### src/hdl/skt_pkg.sv
// ----------------------------------------------------------------------------
// skt_pkg
// shared types for the sorted key table: operation and status codes,
// sequencer states and the status bundle from the sequencer
// ----------------------------------------------------------------------------
package skt_pkg;

  typedef enum logic [1:0] {
    MODE_SEARCH = 2'd0,
    MODE_INSERT = 2'd1,
    MODE_REMOVE = 2'd2,
    MODE_CLEAR  = 2'd3
  } mode_t;

  typedef enum logic [1:0] {
    ST_OK      = 2'd0,
    ST_FULL    = 2'd1,
    ST_BAD_POS = 2'd2,
    ST_EMPTY   = 2'd3
  } status_t;

  typedef enum logic [2:0] {
    S_IDLE,
    S_SRCH_RD,
    S_SRCH_CMP,
    S_SHIFT,
    S_WR_NEW,
    S_DONE
  } seq_state_t;

  typedef struct packed {
    logic    idle;
    logic    done;
    logic    found;
    status_t status;
  } seq_stat_t;

endpackage

### src/hdl/skt_ram.sv
// ----------------------------------------------------------------------------
// skt_ram
// generic single-write, single-read ram with registered read data
// ----------------------------------------------------------------------------
module skt_ram #(
  parameter int WIDTH = 24,
  parameter int DEPTH = 32
) (
  input  logic                     clk,
  input  logic                     we,
  input  logic [$clog2(DEPTH)-1:0] waddr,
  input  logic [WIDTH-1:0]         wdata,
  input  logic [$clog2(DEPTH)-1:0] raddr,
  output logic [WIDTH-1:0]         rdata
);

  logic [WIDTH-1:0] mem [DEPTH];

  always_ff @(posedge clk) begin
    if (we) begin
      mem[waddr] <= wdata;
    end
    rdata <= mem[raddr];
  end

endmodule

### src/hdl/skt_seq.sv
// ----------------------------------------------------------------------------
// skt_seq
// sequencer for the sorted key table: binary search probes, one-entry-a-cycle
// shifting for insert and remove, entry count and result registers
// ----------------------------------------------------------------------------
module skt_seq
  import skt_pkg::*;
#(
  parameter int CAPACITY  = 32,
  parameter int KEY_WIDTH = 8,
  parameter int REF_WIDTH = 16
) (
  input  logic                            clk,
  input  logic                            rst,
  input  logic                            start,
  input  logic [1:0]                      mode,
  input  logic [KEY_WIDTH-1:0]            key,
  input  logic [$clog2(CAPACITY+1)-1:0]   position,
  input  logic [REF_WIDTH-1:0]            child_ref,
  input  logic                            out_free,
  output seq_stat_t                       stat,
  output logic [$clog2(CAPACITY+1)-1:0]   res_idx,
  output logic [REF_WIDTH-1:0]            res_ref,
  output logic [$clog2(CAPACITY+1)-1:0]   count,
  output logic                            ram_we,
  output logic [$clog2(CAPACITY)-1:0]     ram_waddr,
  output logic [KEY_WIDTH+REF_WIDTH-1:0]  ram_wdata,
  output logic [$clog2(CAPACITY)-1:0]     ram_raddr,
  input  logic [KEY_WIDTH+REF_WIDTH-1:0]  ram_rdata
);

  localparam int CW = $clog2(CAPACITY + 1);
  localparam int AW = $clog2(CAPACITY);
  localparam logic [CW-1:0] CAP = CW'(CAPACITY);

  seq_state_t           state, state_next;
  mode_t                mode_r;
  logic [KEY_WIDTH-1:0] key_r;
  logic [REF_WIDTH-1:0] ref_r;
  logic [CW-1:0]        pos_r;
  logic [CW-1:0]        lo, hi;
  logic [AW-1:0]        rd_ptr, wr_ptr;
  logic [CW-1:0]        left;
  logic                 pend;
  logic                 res_found;
  status_t              res_status;

  logic [CW:0]          mid_sum;
  logic [CW-1:0]        mid;
  logic [CW-1:0]        mid_inc;
  logic [KEY_WIDTH-1:0] rkey;
  logic [REF_WIDTH-1:0] rref;
  logic                 probe_gt, probe_lt;
  logic                 ins_full, ins_bad, rem_empty, rem_bad;
  logic                 rd_go;
  logic                 is_ins;

  assign mid_sum  = {1'b0, lo} + {1'b0, hi};
  assign mid      = mid_sum[CW:1];
  assign mid_inc  = mid + 1'b1;
  assign rkey     = ram_rdata[KEY_WIDTH+REF_WIDTH-1:REF_WIDTH];
  assign rref     = ram_rdata[REF_WIDTH-1:0];
  assign probe_gt = (rkey > key_r);
  assign probe_lt = (rkey < key_r);

  assign ins_full  = (count >= CAP);
  assign ins_bad   = (position > count);
  assign rem_empty = (count == '0);
  assign rem_bad   = (position >= count);

  assign rd_go  = (left != '0);
  assign is_ins = (mode_r == MODE_INSERT);

  // next state
  always_comb begin
    state_next = state;
    case (state)
      S_IDLE: begin
        if (start) begin
          case (mode_t'(mode))
            MODE_SEARCH: state_next = rem_empty ? S_DONE : S_SRCH_RD;
            MODE_INSERT: begin
              if (ins_full || ins_bad) begin
                state_next = S_DONE;
              end else if (position == count) begin
                state_next = S_WR_NEW;
              end else begin
                state_next = S_SHIFT;
              end
            end
            MODE_REMOVE: begin
              if (rem_empty || rem_bad || (position + 1'b1 == count)) begin
                state_next = S_DONE;
              end else begin
                state_next = S_SHIFT;
              end
            end
            default: state_next = S_DONE;
          endcase
        end
      end
      S_SRCH_RD: state_next = S_SRCH_CMP;
      S_SRCH_CMP: begin
        if (probe_gt) begin
          if (lo >= mid) state_next = S_DONE;
          else           state_next = S_SRCH_RD;
        end else if (probe_lt) begin
          if (mid_inc >= hi) state_next = S_DONE;
          else               state_next = S_SRCH_RD;
        end else begin
          state_next = S_DONE;
        end
      end
      S_SHIFT: begin
        if (!rd_go) state_next = is_ins ? S_WR_NEW : S_DONE;
      end
      S_WR_NEW: state_next = S_DONE;
      S_DONE: begin
        if (out_free) state_next = S_IDLE;
      end
      default: state_next = S_IDLE;
    endcase
  end

  // outputs
  always_comb begin
    ram_we      = 1'b0;
    ram_waddr   = wr_ptr;
    ram_wdata   = ram_rdata;
    ram_raddr   = rd_ptr;
    stat.idle   = 1'b0;
    stat.done   = 1'b0;
    stat.found  = res_found;
    stat.status = res_status;
    case (state)
      S_IDLE:    stat.idle = 1'b1;
      S_SRCH_RD: ram_raddr = mid[AW-1:0];
      S_SHIFT:   ram_we = pend;
      S_WR_NEW: begin
        ram_we    = 1'b1;
        ram_waddr = pos_r[AW-1:0];
        ram_wdata = {key_r, ref_r};
      end
      S_DONE:    stat.done = 1'b1;
      default: ;
    endcase
  end

  // datapath registers
  always_ff @(posedge clk) begin
    if (rst) begin
      state <= S_IDLE;
      count <= '0;
      pend  <= 1'b0;
    end else begin
      state <= state_next;
      case (state)
        S_IDLE: begin
          if (start) begin
            mode_r    <= mode_t'(mode);
            key_r     <= key;
            ref_r     <= child_ref;
            pos_r     <= position;
            res_found <= 1'b0;
            res_ref   <= '0;
            lo        <= '0;
            hi        <= count;
            pend      <= 1'b0;
            case (mode_t'(mode))
              MODE_SEARCH: begin
                res_idx    <= '0;
                res_status <= ST_OK;
                left       <= '0;
              end
              MODE_INSERT: begin
                res_idx <= position;
                if (ins_full) begin
                  res_status <= ST_FULL;
                  left       <= '0;
                end else if (ins_bad) begin
                  res_status <= ST_BAD_POS;
                  left       <= '0;
                end else begin
                  res_status <= ST_OK;
                  rd_ptr     <= AW'(count - 1'b1);
                  left       <= count - position;
                end
              end
              MODE_REMOVE: begin
                res_idx <= position;
                if (rem_empty) begin
                  res_status <= ST_EMPTY;
                  left       <= '0;
                end else if (rem_bad) begin
                  res_status <= ST_BAD_POS;
                  left       <= '0;
                end else begin
                  res_status <= ST_OK;
                  count      <= count - 1'b1;
                  rd_ptr     <= AW'(position + 1'b1);
                  left       <= count - 1'b1 - position;
                end
              end
              default: begin
                count      <= '0;
                res_idx    <= '0;
                res_status <= ST_OK;
                left       <= '0;
              end
            endcase
          end
        end
        S_SRCH_CMP: begin
          if (probe_gt) begin
            hi      <= mid;
            res_idx <= lo;
          end else if (probe_lt) begin
            lo      <= mid_inc;
            res_idx <= mid_inc;
          end else begin
            res_found <= 1'b1;
            res_idx   <= mid;
            res_ref   <= rref;
          end
        end
        S_SHIFT: begin
          pend <= rd_go;
          if (rd_go) begin
            rd_ptr <= is_ins ? rd_ptr - 1'b1 : rd_ptr + 1'b1;
            wr_ptr <= is_ins ? rd_ptr + 1'b1 : rd_ptr - 1'b1;
            left   <= left - 1'b1;
          end
        end
        S_WR_NEW: count <= count + 1'b1;
        default: ;
      endcase
    end
  end

endmodule

### src/hdl/sorted_key_table.sv
// ----------------------------------------------------------------------------
// sorted_key_table
// ascending key table with a reference beside each key: search, insert at a
// position, remove at a position and clear, one result word per input word
// ----------------------------------------------------------------------------
//
//  channel  handshake            payload
//  -------  -------------------  ---------------------------------------------
//  in       in_valid / in_stall  mode, key, position, child_ref
//  out      out_valid/ out_stall found, index, ref_out, entry_count, status
//
//  one word at a time, through the single ram port pair (one read, one write
//  a cycle); search reads then compares each probe; insert moves each entry
//  from position upward one place, then writes the new entry (only the
//  write at the end of the table); remove moves each entry above position
//  down one place (none for the last entry); clear and rejected ops go to done
//  reset (synchronous) empties the table at once; no clearing pass is run
//  a finished result waits in the output register while the next input word
//  is taken; if it is still stalled when the next result is ready, the
//  sequencer holds that result and takes no further input
//
module sorted_key_table
  import skt_pkg::*;
#(
  parameter int CAPACITY  = 32,
  parameter int KEY_WIDTH = 8,
  parameter int REF_WIDTH = 16
) (
  input  logic                          clk,
  input  logic                          rst,
  // input channel
  input  logic                          in_valid,
  output logic                          in_stall,
  input  logic [1:0]                    mode,
  input  logic [KEY_WIDTH-1:0]          key,
  input  logic [$clog2(CAPACITY+1)-1:0] position,
  input  logic [REF_WIDTH-1:0]          child_ref,
  // result channel
  output logic                          out_valid,
  input  logic                          out_stall,
  output logic                          found,
  output logic [$clog2(CAPACITY+1)-1:0] index,
  output logic [REF_WIDTH-1:0]          ref_out,
  output logic [$clog2(CAPACITY+1)-1:0] entry_count,
  output logic [1:0]                    status
);

  localparam int CW = $clog2(CAPACITY + 1);
  localparam int AW = $clog2(CAPACITY);
  localparam int DW = KEY_WIDTH + REF_WIDTH;

  seq_stat_t      stat;
  logic [CW-1:0]  res_idx;
  logic [REF_WIDTH-1:0] res_ref;
  logic [CW-1:0]  count;
  logic           out_free;
  logic           start;
  logic           load;
  logic           ram_we;
  logic [AW-1:0]  ram_waddr, ram_raddr;
  logic [DW-1:0]  ram_wdata, ram_rdata;

  // input taken only while the sequencer sits idle
  assign in_stall = !stat.idle;
  assign start    = in_valid && stat.idle;

  // output slot is free when empty or being drained this cycle
  assign out_free = !out_valid || !out_stall;
  assign load     = stat.done && out_free;

  skt_seq #(
    .CAPACITY (CAPACITY),
    .KEY_WIDTH(KEY_WIDTH),
    .REF_WIDTH(REF_WIDTH)
  ) u_seq (
    .clk      (clk),
    .rst      (rst),
    .start    (start),
    .mode     (mode),
    .key      (key),
    .position (position),
    .child_ref(child_ref),
    .out_free (out_free),
    .stat     (stat),
    .res_idx  (res_idx),
    .res_ref  (res_ref),
    .count    (count),
    .ram_we   (ram_we),
    .ram_waddr(ram_waddr),
    .ram_wdata(ram_wdata),
    .ram_raddr(ram_raddr),
    .ram_rdata(ram_rdata)
  );

  // key and reference kept side by side in one word per entry
  skt_ram #(
    .WIDTH(DW),
    .DEPTH(CAPACITY)
  ) u_ram (
    .clk  (clk),
    .we   (ram_we),
    .waddr(ram_waddr),
    .wdata(ram_wdata),
    .raddr(ram_raddr),
    .rdata(ram_rdata)
  );

  // output register
  always_ff @(posedge clk) begin
    if (rst) begin
      out_valid <= 1'b0;
    end else if (load) begin
      out_valid <= 1'b1;
    end else if (!out_stall) begin
      out_valid <= 1'b0;
    end
  end

  always_ff @(posedge clk) begin
    if (load) begin
      found       <= stat.found;
      index       <= res_idx;
      ref_out     <= res_ref;
      entry_count <= count;
      status      <= stat.status;
    end
  end

endmodule

### config.mk
export PLATFORM = sky130hd
export DESIGN_NAME = sorted_key_table
export DESIGN_NICKNAME = d
export VERILOG_FILES = /design/src/hdl/skt_pkg.sv /design/src/hdl/skt_ram.sv /design/src/hdl/skt_seq.sv /design/src/hdl/sorted_key_table.sv
export SDC_FILE = /design/constraint.sdc
export NUM_CORES = 1
export LEC_CHECK = 0
export BUFFER_PORTS_ARGS = -buffer_cell sky130_fd_sc_hd__buf_2
export CELL_PAD_IN_SITES_DETAIL_PLACEMENT = 1
export CELL_PAD_IN_SITES_GLOBAL_PLACEMENT = 1
export CORE_UTILIZATION = 54
export CTS_CLUSTER_DIAMETER = 80
export DETAILED_ROUTE_END_ITERATION = 8
export PLACE_DENSITY_LB_ADDON = 0.1
export SLEW_MARGIN = 30
export SYNTH_ARGS = -nofsm -noshare
export SYNTH_HDL_FRONTEND = slang
export SYNTH_SLANG_ARGS = --single-unit
export TNS_END_PERCENT = 50
### constraint.sdc
create_clock -name clk -period 4.4 [get_ports clk]
set_input_delay 0.22 -clock clk [delete_from_list [all_inputs] [get_ports clk]]
set_output_delay 0.22 -clock clk [all_outputs]
set_load 0.02 [all_outputs]
==> impl.org <==
** Run status
- The flow ran to the end, and the final reports show no timing, DRC or antenna violations.

** Logic synthesis
- After Yosys synthesis, full adders, half adders and majority gates account for under 10% of the synthesized area.
- The portion of synthesized area spent on multiplexers is a little under a tenth.
- Post-Synthesis Net Count :: around 2600
- Share of the yosys chip area belonging to registers :: approximately 71%
- Synthesized-area fraction occupied by ao, oa, aoi and oai cells :: under 10%
- Most area-hungry cell type in the Yosys netlist :: sky130_fd_sc_hd__edfxtp_1
- The top cell type by area accounts for slightly below 70% of the synthesized area.
- Number of enable flip-flop cells after synthesis :: 883
- The Yosys step of the flow raised 0 warnings.
- Combinational family with the most area after synthesis :: multiplexers
- After synthesis, the mean cell area works out to around 15 um^2.
- Among all flip-flop cells after synthesis, the most frequent one is sky130_fd_sc_hd__edfxtp_1.
- Cell area after synthesis :: around 38000 um^2
- Register bit count reported by yosys :: 918
- Cell types with the largest area share after synthesis :: sky130_fd_sc_hd__edfxtp_1, sky130_fd_sc_hd__mux2i_1, sky130_fd_sc_hd__a211oi_1, sky130_fd_sc_hd__nor2b_1, sky130_fd_sc_hd__dfxtp_1
- Synthesis instantiated just over 60 different standard cells from the library.
- The synthesized netlist devotes 0.774% of its cell area to XOR and XNOR gates.
- Simple logic cell fraction of the synthesized area :: under 10%
- Number of cells produced by synthesis :: between 2000 and 3000
- Asr flop ratio synth :: 0%

** Place
- Cell total after placement :: 3468
- Final weighted congestion in routability-driven placement :: just under 0.9
- Port buffering added 68 buffers.
- The placed instances occupy a cell area of 40400 um^2.
- DP Worst Slack :: 0.820 ns
- Once detailed placement completed, the half-perimeter wirelength came to about 60 mm.

** Setup path
- The worst setup path is captured at a flop.
- The critical path in this run is classified as flop to flop.
- Buffers and inverters on the worst path :: 1
- The cell that appears most often on the critical path is sky130_fd_sc_hd__a211oi_1.
- The worst setup path is launched from a flop.
- Top Family by Delay on Critical Path :: compound AO/OA/AOI/OAI gates
- In this run the worst path has a maximum fanout of roughly 100.
- Worst EP arrival :: 4.16 ns
- Cell with the largest stage delay on the worst path :: sky130_fd_sc_hd__fa_1
- Cell chain of the critical path :: and2_1, fa_1, mux2i_4, buf_12, nor2b_1, a211oi_1, a211oi_1, a211oi_1, nor3_1
- Worst endpoint required time :: between 4 and 5 ns
- Critical path's largest stage delay :: just over 0.6 ns

** Clocking
- The cell sitting at the root of the clock tree is a sky130_fd_sc_hd__clkbuf_16.
- Clock buffer depth :: 3
- Hold Buf Count CTS :: 34
- Total clock buffers created by CTS :: 94
- # H-tree levels :: 3
- After clock tree synthesis, the clock-pin slew on the worst setup and hold paths is around 0.06 ns.
- In this run the post-CTS setup repair buffer count came out at 0.
- TritonCTS built the clock tree.
- Later-pin clock latency in the skew report :: about 0.66 ns
- Clock Sinks :: between 900 and 1000
- After clock tree synthesis, the repair step resized 0 gates.

** STA
- The number of max-slew violations in the final report was 0.
- Between clock sinks in the finished design, the worst skew comes to ~0.032 ns.
- Final worst path period share :: roughly 83%
- Rel. slew slack :: 36.2%
- Setup repair after global routing left no endpoint under its margin.
- Final min period :: about 3.6 ns
- Across all setup checks in the final design, the least slack found is roughly 0.75 ns.
- Fmax :: between 200 and 300 MHz
- Hold violation count in the final report :: 0
- TNS Setup :: 0 ns
- At the pin with the least slew margin, the transition time is ~0.95 ns.
- Setup violations remaining at the end of the flow were counted as 0.

** Worst hold path
- Type of the most critical hold path :: primary input to flop

** Final layout
- The layout has 6253 filler cells.
- Relative to the synthesized area, the layout overhead comes to 14.3%.
- Total inserted antenna cells :: 0
- Excluding fillers, the count of instances in the completed layout stands at between 3000 and 4000.
- Fraction of layout instances using a drive strength above 1 :: between 10% and 20%
- Most frequent cells in the layout :: sky130_fd_sc_hd__edfxtp_1, sky130_fd_sc_hd__mux2i_1, sky130_fd_sc_hd__a211oi_1
- The library cell used most frequently in the layout, excluding fill and tap cells, is sky130_fd_sc_hd__edfxtp_1.
- For this run, the post-layout net count is between 2000 and 3000.
- Once layout is done, the placed cells without fillers occupy between 40000 and 50000 um^2.

** Die
- The floorplan step defined a die boundary enclosing ~72000 um^2.
- The total area inside the core boundary comes to ~70000 um^2.
- The initialized floorplan defines a little under 100 standard-cell rows.
- Die span in y :: between 200 and 300 um
- Horizontal die dimension :: 269 um
- Total I/O pin count :: slightly below 70
- For this configuration, the core starts out at a cell density of between 50% and 60%.

** Routing
- Detailed-route wire length per cell :: about 28 um
- After detailed routing, the number of remaining DRC violations is 0.
- The detail route stage leaves a number of antenna-violating nets equal to 0.
- Initial DRC Count :: approximately 2000
- 1st-pass router iterations :: 5
- Via density per instance :: 6.16
- Total routed wirelength :: between 100 and 150 mm
- Total number of vias :: about 23000

** GRT
- Pin count of the biggest net entering global routing :: 102
- Across every metal layer, demand over resource in global routing totals between 20 and 30%.
- After global routing the overflow that remains totals 0.
- The via count of the first global-routing pass is about 24000.
- The initial antenna violation count was 2.
- First-pass GRT wire length :: 150 mm

** Power
- Peak ir drop on the vdd network :: between 0.0003 and 0.0004 V
- Power spread over the standard cell area amounts to around 560 nW/um^2.
- Static Leak :: roughly 0.015 uW

** Run
- The tool flagged a number of max-cap violations equal to 0.
==> logic make-up after synthesis <==
| logic type | Yosys count |
|---|---|
| AO/OA/AOI/OAI | 479 |
| XOR/XNOR | 34 |
| adder cells (fa/ha/maj) | 51 |
| buffers and inverters | 195 |
| flip-flops | 918 |
| multiplexers | 347 |
| AND/OR/NAND/NOR | 480 |
==> worst register-to-register path, cell delays in order (launching register included) <==
cell	delay (ns)
sky130_fd_sc_hd__edfxtp_1	0.43
sky130_fd_sc_hd__and2_1	0.18
sky130_fd_sc_hd__fa_1	0.61
sky130_fd_sc_hd__mux2i_4	0.47
sky130_fd_sc_hd__buf_12	0.48
sky130_fd_sc_hd__nor2b_1	0.23
sky130_fd_sc_hd__a211oi_1	0.30
sky130_fd_sc_hd__a211oi_1	0.11
sky130_fd_sc_hd__a211oi_1	0.56
sky130_fd_sc_hd__nor3_1	0.14
==> metrics by stage <==
step	util, %	hold slack, ns	total power (uW)
6_report	62.6	0.0672	24700
5_1_grt	62.6	0.110	25500
4_1_cts	62.5	0.0286	24800
3_5_place_dp	57.5	0.399	16600
3_3_place_gp	57.4	0.400	16300
2_1_floorplan	-	0.292	14600
==> worst paths after layout <==
path | startpoint | to | slack (ns) | cells past startpoint
min reg2reg | u_seq.res_idx[5] | index[5] | 0.42 | 0
max | u_seq.lo[0] | u_ram.rdata[6] | 0.75 | 9
min | in_valid | u_seq.state[1] | 0.07 | 5
max reg2reg | u_seq.lo[0] | u_ram.rdata[6] | 0.75 | 9
==> power breakdown <==
part / switching (uW) / leakage, uW / internal, uW
Clock: 3380 / 0.00156 / 4740
Combinational: 3630 / 0.00549 / 1530
Sequential: 335 / 0.00825 / 11100
Total: 7350 / 0.0153 / 17400
==> state kept, by name (all words and copies together) (netlist names), 3 cells and up <==
signal         cells
entry_count        6
index              6
ref_out           16
u_ram.mem        768
u_ram.rdata       24
u_seq.count        6
u_seq.hi           6
u_seq.key_r        8
u_seq.left         6
u_seq.lo           6
u_seq.pos_r        5
u_seq.rd_ptr       5
u_seq.ref_r       16
u_seq.res_idx      6
u_seq.res_ref     16
u_seq.state        3
u_seq.wr_ptr       5
==> metal layers <==
metal | global-route usage, % | up-vias | part of all wire (%)
met5 | 0 | - | 0.033
met4 | 8.17 | 4 | 2.6
met3 | 4.97 | 180 | 6.2
met2 | 46.6 | 699 | 48
met1 | 39.2 | 11745 | 43
li1 | - | 10038 | -
==> cell type report <==
| class | count | area [um^2] | area share (%) |
|---|---|---|---|
| tap | 940 | 1180 | 2.67 |
| multi-input combinational | 1391 | 10500 | 23.9 |
| sequential | 918 | 27200 | 61.9 |
| clock buffer | 120 | 2570 | 5.85 |
| inverter | 44 | 165 | 0.376 |
| timing repair buffer | 210 | 1740 | 3.95 |
| clock inverter | 56 | 584 | 1.33 |
==> synth_stat cells (all sizes together), types with 5 or more instances <==
library cell  number
nand2b             8
xnor2             21
o21ai             36
a211oi           225
o31ai              7
a21boi             5
ha                48
nand4              9
o211ai            30
o22ai              7
and2               9
a21o               6
nand2            152
edfxtp           883
nand3             22
inv               44
a211o             26
or3                5
and3              21
a32o              26
nand3b            10
buf               78
mux2              25
a21oi             82
clkbuf            73
nor3              35
mux2i            322
nor2              68
a22oi              5
xor2              13
nor2b            125
dfxtp             35
No activity file was read; power rests on OpenSTA's default activity.
